==> src/rtl/sddf_pkg.sv <==
// Shared types and constants for the signed decimal digit formatter.
`default_nettype none
package sddf_pkg;

  localparam int POSITIONS = 8;
  localparam int POS_W     = 3;
  localparam int DISP_W    = 2;
  localparam int ADDR_W    = 4;
  localparam int CODE_W    = 8;
  localparam int DIGIT_W   = 4;
  localparam int MAG_W     = 32;

  localparam logic [DIGIT_W-1:0] CODE_DASH  = 4'hA;
  localparam logic [DIGIT_W-1:0] CODE_BLANK = 4'hF;
  localparam logic [CODE_W-1:0]  POINT_BIT  = 8'h80;

  // floor(x / 10) = (x * RECIP_TEN) >> RECIP_SHIFT for any 32-bit x
  localparam logic [MAG_W-1:0] RECIP_TEN   = 32'hCCCC_CCCD;
  localparam int               RECIP_SHIFT = 35;

  typedef enum logic [1:0] {
    F_IDLE,
    F_CONV,
    F_PUSH
  } fstate_t;

  typedef struct packed {
    logic [DISP_W-1:0]                 disp;
    logic [POSITIONS-1:0][CODE_W-1:0]  codes;
  } entry_t;

endpackage
`default_nettype wire

==> src/rtl/sddf_queue.sv <==
// Two-entry queue between the digit front end and the write sequencer.
`default_nettype none
module sddf_queue (
  input  wire logic              clk,
  input  wire logic              rst_n,
  input  wire sddf_pkg::entry_t  wr_entry,
  input  wire logic              wr_valid,
  output logic                   wr_ready,
  output sddf_pkg::entry_t       rd_entry,
  output logic                   rd_valid,
  input  wire logic              rd_ready
);

  sddf_pkg::entry_t mem_r [2];
  logic       wptr_r, rptr_r;
  logic [1:0] cnt_r;
  logic       push, pop;

  assign wr_ready = (cnt_r != 2'd2);
  assign rd_valid = (cnt_r != 2'd0);
  assign rd_entry = mem_r[rptr_r];
  assign push     = wr_valid && wr_ready;
  assign pop      = rd_valid && rd_ready;

  always_ff @(posedge clk) begin
    if (!rst_n) begin
      wptr_r <= 1'b0;
      rptr_r <= 1'b0;
      cnt_r  <= 2'd0;
    end else begin
      if (push) wptr_r <= ~wptr_r;
      if (pop)  rptr_r <= ~rptr_r;
      cnt_r <= cnt_r + {1'b0, push} - {1'b0, pop};
    end
  end

  always_ff @(posedge clk) begin
    if (push) mem_r[wptr_r] <= wr_entry;
  end

endmodule
`default_nettype wire

==> config.mk <==
export PLATFORM = sky130hd
export DESIGN_NAME = sddf_queue
export DESIGN_NICKNAME = d
export VERILOG_FILES = /design/src/rtl/sddf_pkg.sv /design/src/rtl/sddf_queue.sv
export SDC_FILE = /design/constraint.sdc
export NUM_CORES = 1
export LEC_CHECK = 0
export BUFFER_PORTS_ARGS = -buffer_cell sky130_fd_sc_hd__buf_2
export CORE_UTILIZATION = 54
export CTS_BUF_LIST = sky130_fd_sc_hd__clkbuf_4
export DETAILED_ROUTE_END_ITERATION = 8
export GPL_TIMING_DRIVEN = 1
export PLACE_DENSITY = 0.84
export SLEW_MARGIN = 10
export SYNTH_ARGS = -nofsm -noshare
export SYNTH_HDL_FRONTEND = slang
export SYNTH_SLANG_ARGS = --single-unit
==> constraint.sdc <==
create_clock -name clk -period 5.45 [get_ports clk]
set_input_delay 0.545 -clock clk [delete_from_list [all_inputs] [get_ports clk]]
set_output_delay 0.545 -clock clk [all_outputs]
set_load 0.01 [all_outputs]
# ---- Yosys cells after proc, flatten, opt, wreduce, memory -nomap -nowiden
# Memories as Yosys holds them, arrays and structs flattened. A register that Yosys moved wholly into a read port is not among the register bits.
# Index checks and enable logic that the tools add are counted.
# W data, S select, Z words.
dict set report totals {
  register_bits 4
  ramBits 132
  elab_cells 16
  memories 1
}
dict set report classes {
  addsub 2
  eq_ne 1
  muxes 4
  bitwise 2
  reduce_logical 3
}
# name depth width rd rd_clocked_by_memory_dff wr line
set memory_table {}
lappend memory_table {mem_r 2 66 1 1 1 sddf_queue.sv:14} ;# sddf_pkg::entry_t mem_r [2];
# cell count
set op_table {}
lappend op_table {{$mux W1} 4}
lappend op_table {{$add A2 B1 Y2} 1}
lappend op_table {{$logic_and A1 B1 Y1} 2}
lappend op_table {{$ne A2 B2 Y1 const B} 1}
lappend op_table {{$not A1 Y1} 2}
lappend op_table {{$reduce_bool A2 Y1} 1}
lappend op_table {{$sub A2 B1 Y2} 1}

# ---- Logic depth before layout (Yosys ltp)
dict set report depth {
  word_depth 4
  mapped_depth 8
  mapped_depth_nobuf 8
}

# ---- Worst setup path after synthesis
# Ideal clock, no wire load.
dict set report synth_timing {
  path_kind {register -> register}
  start {register cnt_r[0]}
  end {memory mem_r[0][0] (netlist bit) (enable)}
  setup_time_ns 0.490
  t_arrival_ns 3.415
  required_ns 4.960
  path_slack_ns 1.544
  stages_incl_launch_ff 4
  path_buffers 0
  synth_period_minus_slack_ns 3.906
  path_cell_list {dfxtp_1 > nand2b_1 > nand2_1 > nor2_1}
}
dict set report synth_between {
  elab_chain_cells 4
}
# item line
set synth_lines {}
lappend synth_lines {{start, declared} sddf_queue.sv:16} ;# logic [1:0] cnt_r;
lappend synth_lines {{start signal, assigned} sddf_queue.sv:33} ;# cnt_r <= cnt_r + {1'b0, push} - {1'b0, pop};
lappend synth_lines {{$ne A2 B2 Y1} sddf_queue.sv:19} ;# assign wr_ready = (cnt_r != 2'd2);
lappend synth_lines {{net wr_ready} sddf_queue.sv:8} ;# output logic wr_ready,
lappend synth_lines {{$logic_and A1 B1 Y1} sddf_queue.sv:22} ;# assign push = wr_valid && wr_ready;
lappend synth_lines {{$mux W1} sddf_queue.sv:38} ;# if (push) mem_r[wptr_r] <= wr_entry;
lappend synth_lines {{$mux W1 (implied by the code)} sddf_queue.sv:38}
lappend synth_lines {{end, declared} sddf_queue.sv:14}
# The timed path passes the listed nets, and every way through them passes these cells.

==> reports/metrics.csv <==
metric,value,unit
status,completed,
Layout Nets,452,
crit end category,output port,
Clock Sinks,137,
R2R depth,4,
internal power,2.15,mW
NetSw,0.758,mW
Placed Cells,490,
wire length per cell,15.9,um
worst skew pair latency,0.49,ns
Pwr Density,459,nW/um2
Routed WL,8.28,mm
Clk pwr share,28.5,%
core area,9240,um2
Synth area leader,edfxtp_1,
crit path max fanout,66,
vias in the first global route,2566,
Sw Share,26.0,%
Final period util,50.3,%
Storage cell area,4070,um2
"antenna viol nets, final",0,
Clock Tree Root,clkbuf_4,
final instance area,6340,um2
Hold Fails Final Rpt,0,
worst ir drop on vdd,0.274,mV
final slew viol count,0,
utilization after layout,68.7,%
TritonRoute pass-1 iters,4,
minimum clock period,2.74,ns
reg-to-reg startpoint,cnt_r[0],
Die Span Y,99.7,um
area of the multi-input gates,1030,um2
Lkg Pwr,2.47,nW
Setup Skew,0.0164,ns
post-cts resize count,0,
slew at the pin closest to its max-slew limit,1.09,ns
htree depth,4,
"Endpoint, Worst Hold",mem_r[1][30],
Synth Cell Area,5160,um2
Synth cell types,18,
#FFs+latches synth,137,
TritonCTS buffer count,17,
vias per cell,4.90,
DP HPWL,5.36,mm
Die ar.,9950,um2
RSZ-0062 raised after global routing,false,
CTS tree,yes,
CTS Hold Bufs,0,
GPL Wtd Cong,0.687,
Seq pwr share,49.3,%
share of the synthesized area in the top cell type,76.9,%
sequential fraction of the synthesis area,78.8,%
R2R Path End,mem_r[0][36],
max_slew headroom,27.2,%
CTS clock-pin slew for the worst setup and hold paths,0.12,ns
Area contributors post-synth,"edfxtp_1 (77%), mux2_4 (12%), mux2_2 (5.7%), dfxtp_1 (1.9%), buf_6 (1.1%)",
Congestion Overflow GR,0,
# fillers,625,
total track usage,17.4,%
critical path required time,4.91,ns
# rows,35,
hold path cells,1,
DP Area,5970,um2
# DRC,0,
diode count,0,
Crit Path Category,flop to output port,
WP data arrival,2.19,ns
Starting Density,55.8,%
largest net degree at the start of global routing,67,
CP Launch Type,flop,
pre-CTS WS,2.96,ns
max-cap violations,0,
port buffer count,137,
Hold Crit Start,wr_entry[30],
fmax,0.365,GHz
final worst slack,2.71,ns
DR vias,2558,
Area Overhead vs Synth,23.0,%
Final setup viols,0,
Ys Warns,0,
IO Pins,138,
layout cell share with drive strength beyond 1,61.1,%
Mapped Cells,229,
FF-to-FF setup slack,3.14,ns
syn nets,301,
first-pass GRT wire length,12.6,mm
Post-CTS Setup Bufs,0,
Post-Syn Area per Cell,22.5,um2
Final TNS setup,0,ns
Hold Crit Class,primary input to flop,
"Cell Count, Final, Fillers Out",522,
first-iteration detailed-routing DRC count,100,
initial antenna violation count,0,
Max clock buf depth,2,
Die Width,99.7,um
combinational share of power,22.3,%
cell type report:
type | instances | area share [%]
clock buffer | 18 | 2.13
clock inverter | 14 | 3.85
inverter | 1 | 0.0592
multi-input combinational | 84 | 16.3
sequential | 137 | 64.1
tap | 129 | 2.54
timing repair buffer | 139 | 11.0
placed cells by master, fill, tap and decap left out, drive strengths merged:
master | Yosys | layout
and3 | 1 | 1
nor2b | 2 | 2
mux2i | 1 | 1
nor2 | 1 | 1
xnor2 | 3 | 3
buf | 7 | 139
clkinvlp | 0 | 1
nand2 | 2 | 2
clkinv | 0 | 4
edfxtp | 132 | 132
bufinv | 0 | 6
nand2b | 2 | 2
mux2 | 66 | 66
o21a | 1 | 1
dfxtp | 5 | 5
ha | 2 | 2
inv | 1 | 4
or2 | 1 | 1
and2 | 2 | 2
clkbuf | 0 | 18
power groups by stage:
stage | clock network, mW | registers (mW) | logic [mW]
after floorplan | 0 | 1.38 | 0.510
after global placement | 0 | 1.45 | 0.646
after detailed placement | 0 | 1.46 | 0.658
after CTS | 0.845 | 1.44 | 0.660
after global routing | 0.886 | 1.46 | 0.700
final | 0.829 | 1.44 | 0.648
worst max-delay path by stage:
stage,to,from,slack (ns),cells past startpoint
after detailed placement,mem_r[0][6],wr_valid,2.96,4
after floorplan,mem_r[0][0],cnt_r[0],1.54,3
after global placement,mem_r[0][7],wr_valid,3.03,4
after global routing,rd_entry[11],flop,2.55,2
final,rd_entry[9],flop,2.71,2
after CTS,rd_entry[9],flop,2.67,2
critical path: stages (launching register included):
cell and delay [ns]:
dfxtp_4 1.04, mux2_2 0.44, buf_2 0.14
sequential cells by signal, summed over array words and instances, names as in the netlist, named ones only:
name,flops
wptr_r,1
rptr_r,1
cnt_r,2
mem_r,132
stage by stage:
stage               power (mW)  hold slack, ns
floorplan                 1.89           0.455
global placement          2.10           0.500
detailed placement        2.12           0.534
CTS                       2.95           0.181
global route              3.04           0.164
finish                    2.91           0.235
metal layers:
metal / vias to the layer above / track usage [%] / wire length [um]
li1: 1204 / - / -
met1: 1231 / 21.1 / 3470
met2: 114 / 27.6 / 4010
met3: 9 / 7.45 / 712
met4: 0 / 6.67 / 84
met5: - / 0 / 0
synth_stat cells (all sizes together):
cell	count
and2	2
and3	1
buf	7
dfxtp	5
edfxtp	132
ha	2
inv	1
mux2	66
mux2i	1
nand2	2
nand2b	2
nor2	1
nor2b	2
o21a	1
or2	1
xnor2	3
cells by family (layout without fill, tap and decap cells):
group | count (synthesis) | count (layout) | share of synthesized area [%]
simple gates | 11 | 11 | 1.19
compound gates | 1 | 1 | 0.146
xor+xnor | 3 | 3 | 0.510
flops | 137 | 137 | 78.8
mux | 67 | 67 | 17.5
fa+ha+maj | 2 | 2 | 0.485
buf+inv | 8 | 172 | 1.36
Power figures use the tool's default switching activity.
