**src/rtl/sddf_pkg.sv**
```systemverilog
// Shared types and constants for the signed decimal digit formatter.
`default_nettype none
package sddf_pkg;

  localparam int POSITIONS = 8;
  localparam int POS_W     = 3;
  localparam int DISP_W    = 2;
  localparam int ADDR_W    = 4;
  localparam int CODE_W    = 8;
  localparam int DIGIT_W   = 4;
  localparam int MAG_W     = 32;

  localparam logic [DIGIT_W-1:0] CODE_DASH  = 4'hA;
  localparam logic [DIGIT_W-1:0] CODE_BLANK = 4'hF;
  localparam logic [CODE_W-1:0]  POINT_BIT  = 8'h80;

  // floor(x / 10) = (x * RECIP_TEN) >> RECIP_SHIFT for any 32-bit x
  localparam logic [MAG_W-1:0] RECIP_TEN   = 32'hCCCC_CCCD;
  localparam int               RECIP_SHIFT = 35;

  typedef enum logic [1:0] {
    F_IDLE,
    F_CONV,
    F_PUSH
  } fstate_t;

  typedef struct packed {
    logic [DISP_W-1:0]                 disp;
    logic [POSITIONS-1:0][CODE_W-1:0]  codes;
  } entry_t;

endpackage
`default_nettype wire

```
**src/rtl/sddf_ifs.sv**
```systemverilog
// Request channel interfaces for the formatter input and digit writes.
`default_nettype none


interface sddf_out_if;
  logic       valid;
  logic       ready;
  logic [1:0] target_display;
  logic [3:0] register_address;
  logic [7:0] digit_code;
  logic       last_write;

  modport source (output valid, target_display, register_address, digit_code, last_write,
                  input ready);
  modport sink   (input valid, target_display, register_address, digit_code, last_write,
                  output ready);
endinterface
`default_nettype wire

```
**src/rtl/sddf_back.sv**
```systemverilog
// Back end: issues the eight digit-register writes of each queued entry.
`default_nettype none
module sddf_back (
  input  wire logic              clk,
  input  wire logic              rst_n,
  input  wire sddf_pkg::entry_t  q_entry,
  input  wire logic              q_valid,
  output logic                   q_ready,
  sddf_out_if.source             out_ch
);

  sddf_pkg::entry_t              cur_r;
  logic                          act_r;
  logic [sddf_pkg::POS_W-1:0]    pos_r;
  logic                          last;
  logic                          sent;

  assign last    = (pos_r == sddf_pkg::POS_W'(sddf_pkg::POSITIONS - 1));
  assign sent    = act_r && out_ch.ready;
  assign q_ready = !act_r || (sent && last);

  assign out_ch.valid            = act_r;
  assign out_ch.target_display   = cur_r.disp;
  assign out_ch.register_address = sddf_pkg::ADDR_W'(pos_r) + sddf_pkg::ADDR_W'(1);
  assign out_ch.digit_code       = cur_r.codes[pos_r];
  assign out_ch.last_write       = last;

  always_ff @(posedge clk) begin
    if (!rst_n) begin
      act_r <= 1'b0;
      pos_r <= '0;
    end else if (q_valid && q_ready) begin
      act_r <= 1'b1;
      pos_r <= '0;
    end else if (sent) begin
      pos_r <= pos_r + sddf_pkg::POS_W'(1);
      if (last) act_r <= 1'b0;
    end
  end

  always_ff @(posedge clk) begin
    if (q_valid && q_ready) cur_r <= q_entry;
  end

endmodule
`default_nettype wire

```
**src/flat_wrapper.sv**
```systemverilog
// flat-port wrapper written by rule: the top's interface ports become plain ports
module sddf_back_flat 
  (clk, rst_n, q_entry, q_valid, q_ready, out_ch_valid, out_ch_target_display, out_ch_register_address, out_ch_digit_code, out_ch_last_write, out_ch_ready);
  sddf_out_if out_ch_i ();
  input  wire logic clk;
  input  wire logic rst_n;
  input  wire sddf_pkg::entry_t q_entry;
  input  wire logic q_valid;
  output logic q_ready;
  output wire logic [$bits(out_ch_i.valid)-1:0] out_ch_valid;
  output wire logic [$bits(out_ch_i.target_display)-1:0] out_ch_target_display;
  output wire logic [$bits(out_ch_i.register_address)-1:0] out_ch_register_address;
  output wire logic [$bits(out_ch_i.digit_code)-1:0] out_ch_digit_code;
  output wire logic [$bits(out_ch_i.last_write)-1:0] out_ch_last_write;
  input wire logic [$bits(out_ch_i.ready)-1:0] out_ch_ready;
  assign out_ch_valid = out_ch_i.valid;
  assign out_ch_target_display = out_ch_i.target_display;
  assign out_ch_register_address = out_ch_i.register_address;
  assign out_ch_digit_code = out_ch_i.digit_code;
  assign out_ch_last_write = out_ch_i.last_write;
  assign out_ch_i.ready = out_ch_ready;
  sddf_back u_core (.clk(clk), .rst_n(rst_n), .q_entry(q_entry), .q_valid(q_valid), .q_ready(q_ready), .out_ch(out_ch_i));
endmodule
```
**config.mk**
```make
export PLATFORM = sky130hd
export DESIGN_NAME = sddf_back_flat
export DESIGN_NICKNAME = d
export VERILOG_FILES = /design/src/rtl/sddf_pkg.sv /design/src/rtl/sddf_ifs.sv /design/src/rtl/sddf_back.sv /design/src/flat_wrapper.sv
export SDC_FILE = /design/constraint.sdc
export NUM_CORES = 1
export LEC_CHECK = 0
export BUFFER_PORTS_ARGS = -buffer_cell sky130_fd_sc_hd__buf_2
export CAP_MARGIN = 40
export CORE_UTILIZATION = 42
export CTS_CLUSTER_DIAMETER = 150
export DETAILED_ROUTE_END_ITERATION = 8
export HOLD_SLACK_MARGIN = 0.15
export PLACE_DENSITY = 0.68
export RECOVER_POWER = 25
export SYNTH_ARGS = -nofsm -noshare
export SYNTH_HDL_FRONTEND = slang
export SYNTH_SLANG_ARGS = --single-unit
```
**constraint.sdc**
```tcl
create_clock -name clk -period 4 [get_ports clk]
set_input_delay 0.6 -clock clk [delete_from_list [all_inputs] [get_ports clk]]
set_output_delay 0.6 -clock clk [all_outputs]
set_load 0.01 [all_outputs]
```
### Yosys cells after proc, flatten, opt, wreduce, memory -nomap -nowiden

Cells that the tools add are included.

* $mul: 0
* muxes and demuxes: 5
* order comparisons: 1
* eq/ne operators: 1
* reductions and logical operators: 9
* add/sub/neg operators: 2
* shift-type cells: 0
* bitwise operators: 1
* divide/modulo/power cells: 0

Operator list (number)
* $bmux W8 S3: 1
* $mux W8: 1
* $add A3 B1 Y4 const B: 1
* $lt A3 B4 Y1 const B: 1
* $reduce_bool A2 Y1: 2
* $add A3 B1 Y3 const B: 1
* $eq A3 B3 Y1 const B: 1
* $logic_and A1 B1 Y1: 3
* $mux W1: 3
* $reduce_and A2 Y1: 1
* $reduce_or A2 Y1: 1
* $logic_not A1 Y1: 1
* $logic_or A1 B1 Y1: 1
* $not A1 Y1: 1

* RAM bits: 0
* input port bits: 70
* output and inout port bits: 17
* memories: 0
* logic and storage cells: 30
* latch bits: 0
* flip-flop bits (word level): 70
* ROM bits: 0

### Depth between registers and ports, before layout

Gate-level depths: netlist of the first run.

* word-level depth: 6
* gate-level depth with buffers: 4
* gate-level depth less buffers: 4

### Least setup slack after synthesis of the first run

No wires, ideal clock.

* path kind: flip-flop to flip-flop
* from: register u_core.pos_r[0] in the netlist's numbering
* to: register u_core.cur_r[0] in the netlist's numbering (enable)
* setup time: 0.431 ns
* cell stages (with the launch flop): 5
* slack: 1.041 ns
* arrival: 2.527 ns
* required time: 3.569 ns
* buffers on the path: 0
* clock period less this slack: 2.959 ns
* path through: dfxtp_1 -> ha_1 -> ha_1 -> a21bo_2 -> and2_1

* cells in the longest elaborated chain, start to end: 4

RTL lines
* start, declared: line sddf_back.sv:14 `logic [sddf_pkg::POS_W-1:0] pos_r;`
* start signal, assigned: line sddf_back.sv:36 `pos_r <= pos_r + sddf_pkg::POS_W'(1);`
* $eq A3 B3 Y1: line sddf_back.sv:18 `assign last = (pos_r == sddf_pkg::POS_W'(sddf_pkg::POSITIONS - 1));`
* via out_ch_last_write: line flat_wrapper.sv:14 `output wire logic [$bits(out_ch_i.last_write)-1:0] out_ch_last_write;`
* $logic_and A1 B1 Y1: line sddf_back.sv:20 `assign q_ready = !act_r || (sent && last);`
* $logic_or A1 B1 Y1: line sddf_back.sv:20
* via q_ready: line flat_wrapper.sv:9 `output logic q_ready;`
* $logic_and A1 B1 Y1: line sddf_back.sv:42 `if (q_valid && q_ready) cur_r <= q_entry;`
* end signal, assigned: line sddf_back.sv:42
* end, declared: line sddf_back.sv:12 `sddf_pkg::entry_t cur_r;`

The timed path passes the listed nets, and every way through them passes these cells.
A chain may end at the register's enable or synchronous reset.

### Final worst setup path of the first run

* from: register u_core.pos_r[0] in the netlist's numbering
* to: output port out_ch_digit_code[0]

* cells in the longest elaborated chain, start to end: 2

RTL lines
* $bmux W8 S3: line sddf_back.sv:25 `assign out_ch.digit_code = cur_r.codes[pos_r];`
* $mux W8 (not written as such): line sddf_back.sv:25
* end, declared: line flat_wrapper.sv:13 `output wire logic [$bits(out_ch_i.digit_code)-1:0] out_ch_digit_code;`

Every way passes these cells. The select of a mux whose other input is x is not followed.

==> qor.yml, run 1 <==
place:
  gp_congestion: 0.717
  dpl.hpwl_um: 3220
  port_buffers: 86
  dp_cells: 279
setup_path:
  cp_slowest_cell: "dfxtp_1"
  startpoint_type: "register"
  reg2reg_depth: 6
  crit_chain: "buf_8 -> mux4_1 -> mux2_2 -> buf_2"
  r2r_slack_ns: 1.51
  criticalPathCategory: "register to output port"
  r2r_end: "u_core.out_ch.target_display[0]"
  crit_path_max_fanout: 13
  slowest_delay_ns: 0.63
  r2r_start: "u_core.pos_r[0]"
  worstPathArrival_ns: 2.18
  worstSetupEndpointType: "output port"
  worst_ep_required_time_ns: 3.40
grt:
  grt_pass1_wl_um: 6870
  grt_pass1_vias: 1483
  grt_usage_pct: 13.6
  antenna_found_initial: 0
  grt_start_max_net_pins: 27
  grt_overflow: 0
drt:
  via_per_inst: 4.90
  vias: 1445
  ant_nets: 0
  drt_iter0_markers: 75
  wire_per_inst_um: 15.2
  drcViolationCount: 0
  dr.pass1.iters: 4
  finalWirelength_um: 4490
clock_tree:
  cts_sinks: 70
  post-cts-setup-buffers: 0
  cts_buffer_depth: 2
  post_cts_resized: 0
  htree_levels: 3
  clk_latency_ns: 0.32
  cts_buffers: 9
  clock_tree.root_cell: "clkbuf_8"
  clkTransAtPathRegs_ns: 0.07
  ctsHoldBuffers: 0
  cts_tree: "yes"
sta:
  setup_viol: 0
  fin_skew_ns: 0.00441
  period_share_pct: 69.5
  fmax_mhz: 360
  fin_tns_setup_ns: 0
  grt_setup_unrepaired: "false"
  relSlewSlack_pct: 63.3
  worstMarginPinSlew_ns: 0.549
  drv_slew: 0
  hold_viol_final: 0
  min_period_ns: 2.78
synth:
  synthAdderAreaFrac_pct: 0.912
  synth_compound_area_share_pct: 2.60
  syn_inst: 119
  syn_area_per_cell_um2: 23.1
  yosys.area.top_type: "edfxtp_1"
  yosysWarnings: 0
  ys_seq_elements: 70
  synth.net_count: 191
  synth_top_family_by_area: "multiplexers"
  synth_xor_area_share_pct: 0
  synthTopCellsByArea: "edfxtp_1, mux4_1, mux4_2"
  synthSimpleGateAreaFrac_pct: 1.09
  yosysSeqAreaShare_pct: 75.1
  ys_types: 18
  post-synth-top-area-fraction_pct: 72.2
  synth.area.mux_share_pct: 17.9
  syn_area_um2: 2740
final_layout:
  nFillCells: 515
  antenna_cells: 0
  drive_gt1_share_pct: 55.5
  area_delta_synth_final_pct: 24.4
  instances_no_fill: 295
  fin_nets: 285
worst_hold_path:
  hold_path.class: "primary input to register"
  min_to: "u_core.cur_r[31]"
  hold-path-cell-count: 1
  hold_start: "q_entry[31]"
floorplan:
  die_x_um: 82.8
  pin_count: 87
  dieArea_um2: 6860
  core_um2: 6310
  row_count: 29
  die_h_um: 82.8
  initial_core_util_pct: 43.5
power:
  peakVddDrop_mv: 0.364
  leakage_uw: 0.00132
  powerDensity_nw_per_um2: 413
outcome:
  status: "completed"
flow_run:
  cap_violations: 0
[layout by cell type (no fill, tap or decap)]
cell type   n
a21bo_2     4
nand3_1     2
clkbuf_8    9
inv_1       3
and3_1      1
ha_1        2
buf_2      86
dfxtp_1     4
and2_2      1
a221oi_1    3
mux4_2      5
nand3b_1    1
a21oi_1     1
mux2_2      8
mux4_1     11
buf_4       3
edfxtp_1   66
clkinv_2    4
clkinv_1    3
buf_8       1
[Yosys cell counts, drive strengths merged]
cell type,number
a21bo,4
a21oi,1
a221oi,3
and2,1
and3,1
buf,6
clkbuf,1
dfxtp,4
edfxtp,66
ha,2
inv,3
mux2,8
mux4,16
nand3,2
nand3b,1
[final cells by class]
cell class / count / area (um2) / share of cell area, %
Multi-Input combinational cell: 39 / 619 / 18.2
Timing Repair Buffer: 90 / 468 / 13.7
Tap cell: 77 / 96.3 / 2.82
Clock buffer: 9 / 124 / 3.63
Clock inverter: 7 / 31.3 / 0.917
Sequential cell: 70 / 2060 / 60.4
Inverter: 3 / 11.3 / 0.330
[through the flow]
step	setup slack [ns]	hold slack, ns	utilization, %	power (uW)	cell area, um2
4_1_cts	1.16	0.427	54.0	1420	3410
6_report	1.22	0.443	54.0	1410	3410
2_1_floorplan	1.04	0.572	-	925	2740
5_1_grt	1.09	0.421	54.0	1460	3410
3_3_place_gp	1.18	0.589	51.3	975	3240
3_5_place_dp	1.47	0.587	51.6	979	3260
[state kept, by name, summed over array words and instances (netlist names)]
signal / flops
u_core.cur_r: 64
u_core.out_ch.target_display: 2
u_core.out_ch.valid: 1
u_core.pos_r: 3
[worst max-delay path, delay by kind of cell (launching register included)]
family	cells	cell delay [ns]
multiplexers	2	0.85
flip-flops	1	0.63
buffers and inverters	2	0.37
[cell families (layout without fill, tap and decap cells)]
group	count (synthesis)	in the layout
buffers and inverters	10	109
muxes	24	24
and+or+nand+nor	5	5
AOI/OAI and AO/OA	8	8
adders and majority gates	2	2
DFF	70	70
[power by group]
| group | switching [uW] | internal, uW | leakage (uW) |
|---|---|---|---|
| Sequential | 10.8 | 848 | 0.000661 |
| Combinational | 44.8 | 56.8 | 0.000578 |
| Clock | 234 | 214 | 0.0000851 |
| Total | 290 | 1120 | 0.00132 |
[how the worst max path moves through the flow]
stage	startpoint	to	slack, ns	cells after the start
after floorplan	u_core.pos_r[0]	u_core.cur_r[0]	1.04	4
after global placement	u_core.pos_r[0]	u_core.cur_r[49]	1.18	5
after detailed placement	u_core.pos_r[0]	u_core.out_ch.target_display[0]	1.47	6
after CTS	u_core.pos_r[0]	out_ch_digit_code[0]	1.16	4
after global routing	u_core.pos_r[0]	out_ch_digit_code[0]	1.09	4
final	u_core.pos_r[0]	out_ch_digit_code[0]	1.22	4
[routing by layer]
metal / vias to the layer above / track usage [%] / share of wire [%]
li1: 696 / - / -
met1: 697 / 14.3 / 40
met2: 46 / 24.1 / 54
met3: 6 / 5.27 / 5.2
met4: 0 / 5.96 / 1.7
met5: - / 0 / 0
(Power assumes the default switching activity.)
==> inputs of run 2 (changes only) <==
Settings changed: PLACE_DENSITY 0.68 to 0.7.
Clock period 4 ns to 2.4 ns, I/O delays scaled along.
==> run 2 against run 1 <==
Non-clock buffer count is 1 higher. Worst setup slack lost 1.0 ns. Clock skew is 0.0034 ns higher. Global-route usage increased by 0.37 points. Clock power increased by 100%. Largest cell class unchanged.
==> qor.yml, run 2 (synthesis gave the netlist of run 1 again) <==
power:
  switching_share_pct: 20.4  # -0.17 points
  pwr-share-comb_pct: 6.9  # -0.3 points
  switchingPower_uw: 510  # +76%
  p_total_uw: 2500  # +78%
  p_clk_share_pct: 36.0  # +4.2 points
  peakVddDrop_mv: 0.408  # +12%
  seq_power_share_pct: 57.1  # -3.9 points
  powerDensity_nw_per_um2: 723  # +75%
  leakage_uw: 0.00134  # +1.2%
  internal_power_uw: 1990  # +78%
setup_path:
  startpoint_type: "register"
  r2r_end: "u_core.cur_r[9]"
  r2r_start: "u_core.pos_r[0]"
  cp_slowest_cell: "mux4_1"
  worst_ep_required_time_ns: 2.04  # -1.36 ns
  crit_buf_inv: 2  # unchanged
  crit_family: "multiplexers"
  worstPathArrival_ns: 1.86  # -0.32 ns
  worstSetupEndpointType: "output port"
  reg2reg_depth: 6  # unchanged
  r2r_slack_ns: 0.51  # -1.00 ns
  slowest_delay_ns: 0.57  # -0.06 ns
  crit_path_max_fanout: 10  # -3
  criticalPathCategory: "register to output port"
  crit_chain: "buf_4 -> mux4_1 -> mux2_2 -> buf_2"
final_layout:
  fin_nets: 286  # +0.35%
  largest_reg_flops: 64  # unchanged
  regMostFlops: "u_core.cur_r"
  layout_commonest_cell: "buf_2"
  nFillCells: 521  # +1.2%
  antenna_cells: 0  # unchanged
  drive_gt1_share_pct: 56.2  # +0.66 points
  multi_input_area_um2: 619  # unchanged
  fin_util_pct: 54.8  # +0.77 points
  layout_common_cells: "buf_2, edfxtp_1, mux4_1"
  area_delta_synth_final_pct: 26.1
  ff_latch_area_um2: 2060  # unchanged
clock_tree:
  clkTransAtPathRegs_ns: 0.08  # about the same
  cts_buffers: 9  # unchanged
  post_cts_resized: 0  # unchanged
  cts_tree: "yes"
  cts_sinks: 70  # unchanged
  ctsHoldBuffers: 0  # unchanged
  cts_buffer_depth: 2  # unchanged
  htree_levels: 3  # unchanged
  post-cts-setup-buffers: 0  # unchanged
  clock_tree.root_cell: "clkbuf_8"
  clk_latency_ns: 0.34  # +0.02 ns
drt:
  vias: 1459  # +0.97%
  dr.pass1.iters: 4  # unchanged
  finalWirelength_um: 4370  # -2.5%
  ant_nets: 0  # unchanged
  via_per_inst: 4.93  # +0.63%
  drt_iter0_markers: 58  # -23%
  wire_per_inst_um: 14.8  # -2.8%
  drcViolationCount: 0  # unchanged
place:
  dpl.hpwl_um: 2960  # -8.1%
  gp_congestion: 0.687  # -4.2%
  port_buffers: 86  # unchanged
sta:
  drv_slew: 0  # unchanged
  fmax_mhz: 451
  worstMarginPinSlew_ns: 0.353  # -0.196 ns
  min_period_ns: 2.22
  whs_ns: 0.194  # -0.249 ns
  fin_tns_setup_ns: 0  # unchanged
  fin_skew_ns: 0.00779  # +0.00339 ns
  relSlewSlack_pct: 76.5  # +13 points
  hold_viol_final: 0  # unchanged
  period_share_pct: 92.4
  setup_viol: 0  # unchanged
  grt_setup_unrepaired: "false"
grt:
  grt_overflow: 0  # unchanged
  grt_usage_pct: 14.0  # +0.37 points
  grt_start_max_net_pins: 67  # +150%
  grt_pass1_vias: 1498  # +1.0%
  antenna_found_initial: 0  # unchanged
  grt_pass1_wl_um: 7070  # +2.9%
floorplan:
  die_x_um: 82.8  # unchanged
  die_h_um: 82.8  # unchanged
  pin_count: 87  # unchanged
  dieArea_um2: 6860  # unchanged
  initial_core_util_pct: 43.5  # unchanged
  core_um2: 6310  # unchanged
  row_count: 29  # unchanged
worst_hold_path:
  hold_path.class: "primary input to register"
  min_to: "u_core.cur_r[43]"
  hold_start: "q_entry[43]"
  hold-path-cell-count: 1  # unchanged
flow_run:
  cap_violations: 0  # unchanged
outcome:
  status: "completed"
==> run 2: changes by cell type in the layout (fill, tap and decap cells not counted), moves of 2 or more <==
cell and change:
clkbuf_1 +2, clkinv_1 -3, clkinv_2 -3, clkinv_4 +2
==> run 2: per-layer routing <==
metal	share of wire (%)	GRT usage, %	vias up
li1	-	-	694
met1	41	17.4	691
met2	49	21.2	64
met3	7.8	5.17	10
met4	2.1	7.99	0
met5	0	0	-
==> run 2: per-stage QoR <==
stage	cells	area, um2	setup WS, ns
3_3_place_gp	280	3270	0.526
2_1_floorplan	119	2750	0.164
6_report	296	3460	0.182
4_1_cts	296	3460	0.140
5_1_grt	296	3460	0.0818
3_5_place_dp	280	3270	0.501
==> run 2: area by class of cell <==
cell class | instances | share of cell area [%]
sequential | 70 | 59.6
multi-input combinational | 39 | 17.9
timing repair buffer | 91 | 13.9
clock buffer | 11 | 3.80
tap | 77 | 2.78
clock inverter | 5 | 1.74
inverter | 3 | 0.325
==> run 2: worst max-delay path by stage <==
stage	from	to	slack [ns]	cells past startpoint
after CTS	u_core.pos_r[0]	out_ch_digit_code[6]	0.14	4
after global placement	u_core.pos_r[0]	out_ch_digit_code[4]	0.53	4
after floorplan	u_core.pos_r[0]	u_core.cur_r[0]	0.16	4
final	u_core.pos_r[0]	out_ch_digit_code[6]	0.18	4
after detailed placement	u_core.pos_r[0]	u_core.cur_r[10]	0.50	6
after global routing	u_core.pos_r[0]	out_ch_digit_code[3]	0.08	4
==> run 2: power groups by stage <==
stage          Sequential [uW]  Clock (uW)  Combinational, uW
2_1_floorplan             1450           0               88.2
3_3_place_gp              1450           0                174
3_5_place_dp              1460           0                177
4_1_cts                   1430         932                178
5_1_grt                   1430         984                193
6_report                  1430         900                174
==> inputs of run 3 (changes only) <==
Settings changed: CORE_MARGIN from default to 8, HOLD_SLACK_MARGIN 0.15 to 0.03.
==> run 3 against run 2 <==
Sequential share of layout area increased by 0.39 points. Largest cell class unchanged. Combinational power barely moved. Die area is 37% higher. Worst setup slack got worse by 0.058 ns. Global-route usage fell by 3.3 points. Clock skew is 0.0018 ns lower. Maximum frequency is 2.6% lower. Flip-flop and latch count unchanged. Largest power group unchanged. Register-to-register slack got worse by 0.13 ns.
==> qor.yml, run 3 (synthesis gave the netlist of run 1 again) <==
outcome:
  status: "completed"
setup_path:
  crit_path_max_fanout: 10  # unchanged
  crit_chain: "buf_4 -> mux4_1 -> mux2_2 -> buf_2"
  crit_start: "u_core.pos_r[0]"
  worstSetupEndpointType: "output port"
  worstPathArrival_ns: 1.92  # +0.06 ns
  r2r_start: "u_core.pos_r[0]"
  startpoint_type: "register"
  criticalPathCategory: "register to output port"
  crit_end: "out_ch_digit_code[6]"
  r2r_end: "u_core.cur_r[0]"
  r2r_slack_ns: 0.38  # -0.13 ns
  reg2reg_depth: 5  # -1
  crit_family: "multiplexers"
  cp_slowest_cell: "mux4_1"
  worst_ep_required_time_ns: 2.04  # about the same
  crit_buf_inv: 2  # unchanged
  cp_num_cells: 4  # unchanged
  slowest_delay_ns: 0.58  # about the same
power:
  pwr-share-comb_pct: 7.2  # +0.3 points
  powerDensity_nw_per_um2: 711  # -1.6%
  peakVddDrop_mv: 0.395  # -3.2%
  p_clk_share_pct: 34.4  # -1.6 points
  switching_share_pct: 19.3  # -1.1 points
  leakage_uw: 0.00133  # -0.68%
  switchingPower_uw: 473  # -7.3%
  seq_power_share_pct: 58.4  # +1.3 points
  p_total_uw: 2450  # -2.3%
  internal_power_uw: 1970  # -0.96%
clock_tree:
  post-cts-setup-buffers: 0  # unchanged
  clock_tree.root_cell: "clkbuf_8"
  clkTransAtPathRegs_ns: 0.07  # about the same
  post_cts_resized: 0  # unchanged
  cts_buffer_depth: 2  # unchanged
  htree_levels: 3  # unchanged
  ctsHoldBuffers: 0  # unchanged
  clk_latency_ns: 0.33  # about the same
  cts_buffers: 9  # unchanged
  cts_tree: "yes"
  cts_sinks: 70  # unchanged
sta:
  grt_setup_unrepaired: "false"
  hold_viol_final: 0  # unchanged
  setup_viol: 0  # unchanged
  worstMarginPinSlew_ns: 0.541  # +0.188 ns
  fin_skew_ns: 0.00602  # -0.00177 ns
  relSlewSlack_pct: 63.9  # -13 points
  fin_tns_setup_ns: 0  # unchanged
  fmax_mhz: 439  # -2.6%
  period_share_pct: 94.8  # +2.4 points
  min_period_ns: 2.28  # +0.0584 ns
  drv_slew: 0  # unchanged
drt:
  via_per_inst: 4.92  # -0.22%
  drt_iter0_markers: 116  # +100%
  finalWirelength_um: 5050  # +16%
  dr.pass1.iters: 4  # unchanged
  vias: 1446  # -0.89%
  ant_nets: 0  # unchanged
  wire_per_inst_um: 17.2  # +16%
  drcViolationCount: 0  # unchanged
floorplan:
  core_um2: 6350  # +0.57%
  initial_core_util_pct: 43.2  # -0.25 points
  row_count: 29  # unchanged
  pin_count: 87  # unchanged
  dieArea_um2: 9380  # +37%
  die_h_um: 96.8  # +17%
  die_x_um: 96.8  # +17%
grt:
  grt_start_max_net_pins: 45  # -33%
  grt_pass1_wl_um: 7800  # +10%
  grt_usage_pct: 10.7  # -3.3 points
  grt_pass1_vias: 1666  # +11%
  grt_overflow: 0  # unchanged
  antenna_found_initial: 0  # unchanged
place:
  dp_cells: 280  # unchanged
  port_buffers: 86  # unchanged
  gp_congestion: 0.683  # -0.61%
  postPlaceCellArea_um2: 3270  # unchanged
final_layout:
  fin_nets: 286  # unchanged
  instances_no_fill: 294  # -0.68%
  largest_reg_flops: 64  # unchanged
  regMostFlops: "u_core.cur_r"
  layout_commonest_cell: "buf_2"
  antenna_cells: 0  # unchanged
  drive_gt1_share_pct: 54.8  # -1.3 points
  layout_common_cells: "buf_2, edfxtp_1, mux4_1"
  fin_area_um2: 3440  # -0.65%
  area_delta_synth_final_pct: 25.3
worst_hold_path:
  hold_path.class: "primary input to register"
flow_run:
  cap_violations: 0  # unchanged
run 3: changes by cell type in the layout (fill, tap and decap cells not counted), sizes merged:
| cell | change |
|---|---|
| clkinvlp | -1 |
| clkinv | -1 |
run 3: area by class of cell:
| type | count | area [um2] |
|---|---|---|
| clock buffer | 11 | 131 |
| timing repair buffer | 91 | 480 |
| clock inverter | 3 | 37.5 |
| fill | 495 | 2910 |
| sequential | 70 | 2060 |
| tap | 77 | 96.3 |
| inverter | 3 | 11.3 |
| multi-input combinational | 39 | 619 |
run 3: power by group through the flow:
stage | sequential, uW | combinational (uW) | clock, uW
finish | 1430 | 176 | 840
global placement | 1450 | 177 | 0
detailed placement | 1460 | 180 | 0
floorplan | 1450 | 88.2 | 0
CTS | 1430 | 181 | 867
global route | 1430 | 194 | 912
run 3: how the worst min path moves through the flow:
stage                            from                              end  slack, ns  cells after the start
final                     q_entry[40]                 u_core.cur_r[40]       0.20                      1
after global routing      q_entry[65]  u_core.out_ch.target_display[1]       0.18                      1
after CTS                 q_entry[65]  u_core.out_ch.target_display[1]       0.19                      1
after detailed placement  q_entry[14]                 u_core.cur_r[14]       0.54                      1
after global placement    q_entry[64]  u_core.out_ch.target_display[0]       0.54                      1
after floorplan            q_entry[0]                  u_core.cur_r[0]       0.46                      0
run 3: metal layers:
layer | up-vias | part of all wire [%] | track usage [%]
li1 | 694 | - | -
met1 | 690 | 42 | 11.7
met2 | 53 | 49 | 17.3
met3 | 9 | 6.6 | 4.27
met4 | 0 | 2.0 | 6.04
met5 | - | 0 | 0
run 3: metrics by stage:
step	setup slack [ns]	utilization, %	hold slack (ns)
3_5_place_dp	0.366	51.5	0.538
3_3_place_gp	0.417	51.5	0.537
4_1_cts	0.103	54.1	0.187
2_1_floorplan	0.164	-	0.459
5_1_grt	0.0202	54.1	0.182
6_report	0.124	54.1	0.202
